===== src/assert_macros.svh =====
// Assertion macros shared by the RTL modules.
// Every macro samples on the rising edge of clock and is disabled during reset.
`ifndef ASSERT_MACROS_SVH
`define ASSERT_MACROS_SVH

`ifndef SYNTH

`define ASSERT_ALWAYS(label, expr, msg) \
   label: assert property (@(posedge clock) disable iff (reset) (expr)) else $error(msg);

`define ASSERT_IMPLIES(label, cond, expr, msg) \
   label: assert property (@(posedge clock) disable iff (reset) (cond) |-> (expr)) \
      else $error(msg);

`define ASSERT_NEXT(label, cond, expr, msg) \
   label: assert property (@(posedge clock) disable iff (reset) (cond) |=> (expr)) \
      else $error(msg);

`else

`define ASSERT_ALWAYS(label, expr, msg)

`define ASSERT_IMPLIES(label, cond, expr, msg)

`define ASSERT_NEXT(label, cond, expr, msg)

`endif

`endif


===== src/ird_pkg.sv =====
`timescale 1ns / 1ps

package ird_pkg;

   localparam int MAX_RADIX      = 64;
   localparam int IDX_W          = $clog2(MAX_RADIX);
   localparam int RADIX_W        = $clog2(MAX_RADIX + 1);
   localparam int TRIAL_W        = IDX_W + 1;
   localparam int VALUE_W        = 32;
   localparam int SYM_W          = 8;
   localparam int SYM_COUNT      = 1 << SYM_W;
   localparam int DIGITS_MAX     = VALUE_W;
   localparam int DCNT_W         = $clog2(DIGITS_MAX + 1);
   localparam int DPTR_W         = $clog2(DIGITS_MAX);
   localparam int BITS_PER_CYCLE = 4;
   localparam int DIV_STEPS      = VALUE_W / BITS_PER_CYCLE;
   localparam int STEP_W         = $clog2(DIV_STEPS);

   localparam logic [1:0] OP_CLEAR   = 2'd0;
   localparam logic [1:0] OP_APPEND  = 2'd1;
   localparam logic [1:0] OP_CONVERT = 2'd2;

   localparam logic [SYM_W-1:0] SYM_SPACE = 8'h20;
   localparam logic [SYM_W-1:0] SYM_PLUS  = 8'h2B;
   localparam logic [SYM_W-1:0] SYM_MINUS = 8'h2D;
   localparam logic [SYM_W-1:0] SYM_NONE  = 8'h00;

   typedef struct packed {
      logic clear;
      logic append;
      logic load;
      logic div_step;
      logic push;
      logic read;
      logic set_sign;
      logic set_zero;
   } cmd_type;

   typedef struct packed {
      logic alpha_ok;
      logic value_neg;
      logic div_last;
      logic quot_zero;
      logic last_digit;
   } status_type;

endpackage


===== src/ird_dpath.sv =====
`timescale 1ns / 1ps
`include "assert_macros.svh"

module ird_dpath (
   input  logic                          clock,
   input  logic                          reset,
   input  ird_pkg::cmd_type              cmd,
   input  logic [ird_pkg::SYM_W-1:0]     req_symbol,
   input  logic signed [ird_pkg::VALUE_W-1:0] req_value,
   output ird_pkg::status_type           status,
   output logic [ird_pkg::SYM_W-1:0]     rsp_character
);
   import ird_pkg::*;

   logic [SYM_W-1:0]     digit_table [MAX_RADIX];
   logic [RADIX_W-1:0]   radix_count_ff;
   logic [SYM_COUNT-1:0] seen_ff;
   logic                 bad_ff;

   logic [VALUE_W-1:0]   quot_ff;
   logic [IDX_W-1:0]     rem_ff;
   logic [STEP_W-1:0]    step_ff;
   logic [IDX_W-1:0]     stack_ff [DIGITS_MAX];
   logic [DCNT_W-1:0]    depth_ff;
   logic [SYM_W-1:0]     char_ff;

   logic [VALUE_W-1:0]   quot_in;
   logic [IDX_W-1:0]     rem_in;
   logic [VALUE_W-1:0]   magnitude;
   logic                 reject;
   logic                 store_symbol;
   logic [DPTR_W-1:0]    top_ptr;

   assign reject = (req_symbol == SYM_SPACE) || (req_symbol == SYM_PLUS) ||
                   (req_symbol == SYM_MINUS) || seen_ff[req_symbol] ||
                   (radix_count_ff >= RADIX_W'(MAX_RADIX));
   assign store_symbol = cmd.append && !bad_ff && !reject;

   assign magnitude = req_value[VALUE_W-1] ? (~req_value) + VALUE_W'(1) : req_value;
   assign top_ptr   = DPTR_W'(depth_ff - DCNT_W'(1));

   always_comb begin
      logic [TRIAL_W-1:0] trial;
      logic [IDX_W-1:0]   rem_work;
      logic [VALUE_W-1:0] quot_work;
      rem_work  = rem_ff;
      quot_work = quot_ff;
      for (int i = 0; i < BITS_PER_CYCLE; i++) begin
         trial     = {rem_work, quot_work[VALUE_W-1]};
         quot_work = {quot_work[VALUE_W-2:0], 1'b0};
         if (trial >= TRIAL_W'(radix_count_ff)) begin
            rem_work     = IDX_W'(trial - TRIAL_W'(radix_count_ff));
            quot_work[0] = 1'b1;
         end else begin
            rem_work = trial[IDX_W-1:0];
         end
      end
      rem_in  = rem_work;
      quot_in = quot_work;
   end

   always_ff @(posedge clock) begin
      if (reset) begin
         radix_count_ff <= '0;
         seen_ff        <= '0;
         bad_ff         <= 1'b0;
      end else if (cmd.clear) begin
         radix_count_ff <= '0;
         seen_ff        <= '0;
         bad_ff         <= 1'b0;
      end else if (cmd.append && !bad_ff) begin
         if (reject) begin
            bad_ff <= 1'b1;
         end else begin
            seen_ff[req_symbol] <= 1'b1;
            radix_count_ff      <= radix_count_ff + RADIX_W'(1);
         end
      end
   end

   always_ff @(posedge clock) begin
      if (store_symbol) begin
         digit_table[radix_count_ff[IDX_W-1:0]] <= req_symbol;
      end
   end

   always_ff @(posedge clock) begin
      if (reset) begin
         depth_ff <= '0;
         step_ff  <= '0;
      end else if (cmd.load) begin
         depth_ff <= '0;
         step_ff  <= '0;
      end else if (cmd.div_step) begin
         step_ff <= step_ff + STEP_W'(1);
      end else if (cmd.push) begin
         depth_ff <= depth_ff + DCNT_W'(1);
         step_ff  <= '0;
      end else if (cmd.read) begin
         depth_ff <= depth_ff - DCNT_W'(1);
      end
   end

   always_ff @(posedge clock) begin
      if (cmd.load) begin
         quot_ff <= magnitude;
         rem_ff  <= '0;
      end else if (cmd.div_step) begin
         quot_ff <= quot_in;
         rem_ff  <= rem_in;
      end else if (cmd.push) begin
         stack_ff[depth_ff[DPTR_W-1:0]] <= rem_ff;
         rem_ff                         <= '0;
      end
   end

   always_ff @(posedge clock) begin
      if (cmd.set_zero) begin
         char_ff <= SYM_NONE;
      end else if (cmd.set_sign) begin
         char_ff <= SYM_MINUS;
      end else if (cmd.read) begin
         char_ff <= digit_table[stack_ff[top_ptr]];
      end
   end

   assign rsp_character     = char_ff;
   assign status.alpha_ok   = !bad_ff && (radix_count_ff >= RADIX_W'(2));
   assign status.value_neg  = req_value[VALUE_W-1];
   assign status.div_last   = (step_ff == STEP_W'(DIV_STEPS - 1));
   assign status.quot_zero  = (quot_ff == '0);
   assign status.last_digit = (depth_ff == DCNT_W'(1));

   `ASSERT_ALWAYS(a_radix_bound, radix_count_ff <= RADIX_W'(MAX_RADIX), "radix count overflow")
   `ASSERT_IMPLIES(a_push_room, cmd.push, depth_ff < DCNT_W'(DIGITS_MAX), "digit stack overflow")
   `ASSERT_IMPLIES(a_read_data, cmd.read, depth_ff != '0, "read from empty digit stack")

endmodule


===== src/ird_ctrl.sv =====
`timescale 1ns / 1ps
`include "assert_macros.svh"

module ird_ctrl (
   input  logic                clock,
   input  logic                reset,
   input  logic                req_valid,
   input  logic [1:0]          req_opcode,
   output logic                req_stall,
   input  logic                rsp_stall,
   output logic                rsp_valid,
   output logic                rsp_is_last,
   output logic                rsp_alphabet_error,
   input  ird_pkg::status_type status,
   output ird_pkg::cmd_type    cmd
);
   import ird_pkg::*;

   typedef enum logic [2:0] {
      ST_IDLE,
      ST_SIGN,
      ST_DIVIDE,
      ST_PUSH,
      ST_READ,
      ST_SEND,
      ST_ERROR
   } state_type;

   state_type state_ff;
   logic      rsp_valid_ff;
   logic      rsp_is_last_ff;
   logic      rsp_error_ff;
   logic      accept;
   logic      convert;

   assign req_stall = (state_ff != ST_IDLE);
   assign accept    = req_valid && !req_stall;
   assign convert   = accept && (req_opcode == OP_CONVERT);

   always_comb begin
      cmd = '0;
      unique case (state_ff)
         ST_IDLE: begin
            if (accept) begin
               unique case (req_opcode)
                  OP_CLEAR:  cmd.clear  = 1'b1;
                  OP_APPEND: cmd.append = 1'b1;
                  OP_CONVERT: begin
                     if (!status.alpha_ok) begin
                        cmd.set_zero = 1'b1;
                     end else begin
                        cmd.load     = 1'b1;
                        cmd.set_sign = status.value_neg;
                     end
                  end
                  default: ;
               endcase
            end
         end
         ST_DIVIDE: cmd.div_step = 1'b1;
         ST_PUSH:   cmd.push     = 1'b1;
         ST_READ:   cmd.read     = 1'b1;
         ST_SIGN, ST_SEND, ST_ERROR: ;
      endcase
   end

   always_ff @(posedge clock) begin
      if (reset) begin
         state_ff       <= ST_IDLE;
         rsp_valid_ff   <= 1'b0;
         rsp_is_last_ff <= 1'b0;
         rsp_error_ff   <= 1'b0;
      end else begin
         unique case (state_ff)
            ST_IDLE: begin
               if (convert) begin
                  if (!status.alpha_ok) begin
                     rsp_valid_ff   <= 1'b1;
                     rsp_is_last_ff <= 1'b1;
                     rsp_error_ff   <= 1'b1;
                     state_ff       <= ST_ERROR;
                  end else if (status.value_neg) begin
                     rsp_valid_ff   <= 1'b1;
                     rsp_is_last_ff <= 1'b0;
                     rsp_error_ff   <= 1'b0;
                     state_ff       <= ST_SIGN;
                  end else begin
                     state_ff <= ST_DIVIDE;
                  end
               end
            end
            ST_SIGN: begin
               if (!rsp_stall) begin
                  rsp_valid_ff <= 1'b0;
                  state_ff     <= ST_DIVIDE;
               end
            end
            ST_ERROR: begin
               if (!rsp_stall) begin
                  rsp_valid_ff <= 1'b0;
                  rsp_error_ff <= 1'b0;
                  state_ff     <= ST_IDLE;
               end
            end
            ST_DIVIDE: begin
               if (status.div_last) begin
                  state_ff <= ST_PUSH;
               end
            end
            ST_PUSH: begin
               state_ff <= status.quot_zero ? ST_READ : ST_DIVIDE;
            end
            ST_READ: begin
               rsp_valid_ff   <= 1'b1;
               rsp_is_last_ff <= status.last_digit;
               rsp_error_ff   <= 1'b0;
               state_ff       <= ST_SEND;
            end
            ST_SEND: begin
               if (!rsp_stall) begin
                  rsp_valid_ff <= 1'b0;
                  state_ff     <= rsp_is_last_ff ? ST_IDLE : ST_READ;
               end
            end
         endcase
      end
   end

   assign rsp_valid          = rsp_valid_ff;
   assign rsp_is_last        = rsp_is_last_ff;
   assign rsp_alphabet_error = rsp_error_ff;

   `ASSERT_IMPLIES(a_err_last, rsp_valid_ff && rsp_error_ff, rsp_is_last_ff, "error must be last")
   `ASSERT_IMPLIES(a_div_quiet, state_ff == ST_DIVIDE, !rsp_valid_ff, "output busy in divide")
   `ASSERT_NEXT(a_bad_reply, convert && !status.alpha_ok, rsp_valid_ff && rsp_error_ff, "no error reply")

endmodule


===== src/integer_to_radix_digits.sv =====
`timescale 1ns / 1ps
// Clear and append requests take effect when accepted; a convert request is accepted,
// then each digit passes through the shared divider (4 quotient bits a cycle, plus one push),
// then each emitted character takes a digit table read, then a send; a minus sign goes first.
// A bad alphabet answers in the cycle after acceptance; the next request waits for delivery.
// Synchronous active-high reset empties the alphabet and idles the controller.

module integer_to_radix_digits (
   input  logic                                clock,
   input  logic                                reset,
   input  logic                                req_valid,
   output logic                                req_stall,
   input  logic [1:0]                          req_opcode,
   input  logic [ird_pkg::SYM_W-1:0]           req_symbol,
   input  logic signed [ird_pkg::VALUE_W-1:0]  req_value,
   output logic                                rsp_valid,
   input  logic                                rsp_stall,
   output logic [ird_pkg::SYM_W-1:0]           rsp_character,
   output logic                                rsp_is_last,
   output logic                                rsp_alphabet_error
);
   import ird_pkg::*;

   cmd_type    cmd;
   status_type status;

   ird_ctrl u_ctrl (
      .clock              (clock),
      .reset              (reset),
      .req_valid          (req_valid),
      .req_opcode         (req_opcode),
      .req_stall          (req_stall),
      .rsp_stall          (rsp_stall),
      .rsp_valid          (rsp_valid),
      .rsp_is_last        (rsp_is_last),
      .rsp_alphabet_error (rsp_alphabet_error),
      .status             (status),
      .cmd                (cmd)
   );

   ird_dpath u_dpath (
      .clock         (clock),
      .reset         (reset),
      .cmd           (cmd),
      .req_symbol    (req_symbol),
      .req_value     (req_value),
      .status        (status),
      .rsp_character (rsp_character)
   );

endmodule

===== config.mk =====
export PLATFORM = sky130hd
export DESIGN_NAME = integer_to_radix_digits
export DESIGN_NICKNAME = d
export VERILOG_FILES = /design/src/ird_pkg.sv /design/src/ird_dpath.sv /design/src/ird_ctrl.sv /design/src/integer_to_radix_digits.sv
export VERILOG_INCLUDE_DIRS = /design/src /design/src/src
export SDC_FILE = /design/constraint.sdc
export NUM_CORES = 2
export LEC_CHECK = 0
export ABC_AREA = 1
export BUFFER_PORTS_ARGS = -buffer_cell sky130_fd_sc_hd__clkbuf_2
export CORE_AREA = 2 2 348 350
export CTS_BUF_LIST = sky130_fd_sc_hd__clkbuf_16
export CTS_CLUSTER_SIZE = 10
export DETAILED_ROUTE_END_ITERATION = 8
export DIE_AREA = 0 0 350 352
export PLACE_DENSITY = 0.64
export SETUP_SLACK_MARGIN = 0.15
export SYNTH_ARGS = -nofsm -noshare
export SYNTH_HDL_FRONTEND = slang
export SYNTH_SLANG_ARGS = --single-unit

===== constraint.sdc =====
create_clock -name clock -period 9.82 [get_ports clock]
set_clock_uncertainty 0.1 [all_clocks]
set_input_delay 1.964 -clock clock [delete_from_list [all_inputs] [get_ports clock]]
set_output_delay 1.964 -clock clock [all_outputs]
set_load 0.02 [all_outputs]

==> impl_metrics.json <==
{
  "status": "finished with violations",
  "violations": "slew limit",
  "route.detailed.drc": 0,
  "fmax_mhz": 129,
  "io_pins": 58,
  "die_y_um": 352,
  "nets": 4849,
  "critPathKind": "reg2reg",
  "io_buffers": 57,
  "cpLargestDelayFamily": "compound AO/OA/AOI/OAI gates",
  "worstHoldEndpoint": "u_dpath.seen_ff[32]",
  "insertion_delay_ns": 0.72,
  "syn_to_final_growth_pct": 10.0,
  "grt.total_usage_pct": 20.6,
  "worst_pin_slew_ns": 1.58,
  "drv_slew": 78,
  "setup_viol": 0,
  "ys_warn_count": 0,
  "reg2reg_to": "u_dpath.rem_ff[5]",
  "arrival_ns": 8.32,
  "drt_iter0_drc": 4142,
  "synth_area_um2": 46300,
  "vias_per_cell": 5.53,
  "reg2reg_setup_slack_ns": 2.05,
  "die_width_um": 350,
  "cts_setup_buffers": 0,
  "yosysMostFrequentCell": "nand2_1",
  "coreArea_um2": 119000,
  "hold_buffers": 0,
  "clk_pin_slew_ns": 0.06,
  "grt_max_degree": 254,
  "fin_setup_tns_ns": 0,
  "worst-path-buf-inv": 6,
  "r2r_start": "u_dpath.radix_count_ff[1]",
  "end_kind": "flop",
  "synth_top_flop_cell": "edfxtp_1",
  "grt_overflow": 0,
  "cpPeakStageDelay_ns": 0.59,
  "grt_pass1_vias": 33400,
  "period_needed_ns": 7.77,
  "synthTopCellsByArea": "edfxtp_1, dfxtp_1, nand3_1",
  "finalCritPeriodShare_pct": 79.2,
  "start_kind": "flop",
  "cts_resized": 0,
  "ys_async_sr_fraction_pct": 0,
  "post-dp-hpwl_mm": 74.7,
  "n_fill_cell": 11400,
  "syn_area_per_cell_um2": 9.51,
  "yosysUniqueCellTypes": 51,
  "place_congestion": 0.871,
  "timing.critical_path.mode_cell": "o21ai_0",
  "first_pass_iters": 6,
  "hold_class": "reg2reg",
  "cts_root_buf": "clkbuf_16",
  "synth_fp_nets": 4958,
  "critPathMaxFanout": 10,
  "cp.required_ns": 10.37,
  "wl_per_cell_um": 20.4,
  "htree_levels": 3,
  "synth-edff-count": 736,
  "synth_top_area_cell": "edfxtp_1",
  "synth_common_cells": "nand2_1, edfxtp_1, nand3_1",
  "drv_cap": 0,
  "hold_depth": 2,
  "wl_mm": 131,
  "yosysTopAreaCellShare_pct": 47.7,
  "grt_pass1_wl_mm": 200,
  "r2r_cells": 37,
  "max-clock-path-buffers": 3,
  "cts_made_buffers": 117,
  "initial_core_util_pct": 38.8,
  "antenna_found_initial": 4,
  "ys_seq_area_share_pct": 60.4,
  "rows": 127,
  "die-area_um2": 123000,
  "min_from": "u_dpath.seen_ff[32]",
  "clkSinkCount": 1029,
  "synthCells": 4871,
  "drive_above_1_share_pct": 5.97,
  "ant_nets": 0,
  "tritoncts": "yes",
  "rsz0062_at_grt": "no",
  "vias": 35500,
  "crit_slowest_cell": "dfxtp_1",
  "whs_ns": 0.341,
  "ys_ff_latch": 1029,
  "hold_violations": 0,
  "relSlewSlack_pct": -5.53
}
metrics by stage:
step | util (%) | setup WS [ns] | cell area [um^2] | instances
CTS | 42.7 | 2.12 | 51000 | 6422
floorplan | - | 3.25 | 46300 | 4871
finish | 42.7 | 2.05 | 51000 | 6425
detailed placement | 40.0 | 2.16 | 47700 | 6255
global placement | 40.0 | 2.14 | 47700 | 6255
global route | 42.7 | 1.03 | 51000 | 6422
flip-flops by register name, summed over array words and instances (netlist names):
name	cells
u_ctrl.rsp_valid	1
u_dpath.rem_ff	6
u_dpath.stack_ff	192
u_dpath.depth_ff	6
u_dpath.digit_table	512
u_ctrl.state_ff	3
u_dpath.step_ff	3
u_dpath.rsp_character	8
u_dpath.bad_ff	1
u_dpath.quot_ff	32
u_dpath.seen_ff	256
u_ctrl.rsp_alphabet_error	1
u_dpath.radix_count_ff	7
u_ctrl.rsp_is_last	1
logic make-up after synthesis:
family,count (synthesis),synth area share [%]
AO/OA/AOI/OAI,788,9.63
flip-flops,1029,60.4
XOR/XNOR,49,0.926
buffers and inverters,812,7.04
AND/OR/NAND/NOR,2152,20.9
adder cells (fa/ha/maj),41,1.17
worst max path at each step:
| stage | start | endpoint | cells past startpoint |
|---|---|---|---|
| 3_3_place_gp | u_dpath.radix_count_ff[1] | u_dpath.rem_ff[5] | 37 |
| 3_5_place_dp | u_dpath.radix_count_ff[1] | u_dpath.rem_ff[5] | 37 |
| 2_1_floorplan | u_dpath.rem_ff[3] | u_dpath.rem_ff[1] | 34 |
| 4_1_cts | u_dpath.radix_count_ff[1] | u_dpath.rem_ff[5] | 37 |
| 5_1_grt | u_dpath.radix_count_ff[1] | u_dpath.rem_ff[1] | 36 |
| 6_report | u_dpath.radix_count_ff[1] | u_dpath.rem_ff[5] | 37 |
cell type report:
cell class | instances | area (um^2) | area share [%]
sequential | 1029 | 28000 | 54.9
multi-input combinational | 3030 | 15200 | 29.8
clock buffer | 119 | 2980 | 5.84
tap | 1612 | 2020 | 3.96
inverter | 465 | 1750 | 3.44
timing repair buffer | 119 | 776 | 1.52
clock inverter | 48 | 288 | 0.565
antenna | 3 | 7.51 | 0.0147
worst min-delay path, delay by kind of cell (launching register included):
| family | cells | cell delay (ns) |
|---|---|---|
| buffers and inverters | 1 | 0.06 |
| DFF | 1 | 0.30 |
| and+or+nand+nor | 1 | 0.04 |
metal layers:
layer | vias up | part of all wire, % | GRT usage (%)
li1 | 16800 | - | -
met5 | - | 0.0053 | 0
met3 | 245 | 7.5 | 3.09
met1 | 17100 | 43 | 28.5
met2 | 1389 | 47 | 33.0
met4 | 2 | 2.9 | 6.77
placed cells by master (no fill, tap or decap), drive strengths merged, types with 5 or more instances in the layout:
cell and n:
a21oi 366, a22oi 18, o211ai 85, or2 5
inv 496, clkbuf 168, a221oi 6, nand3 598
a32o 5, xnor2 16, o221ai 6, o21ai 169
nor3 16, edfxtp 736, nand4 282, dfxtp 293
buf 70, nand2 784, ha 37, nor2 445
xor2 33, clkinv 17, nor4 13, o22ai 120
Power is left out: the tool's default activity adds up to more than one toggle a clock period on the data nets, which glitch-free logic cannot reach.
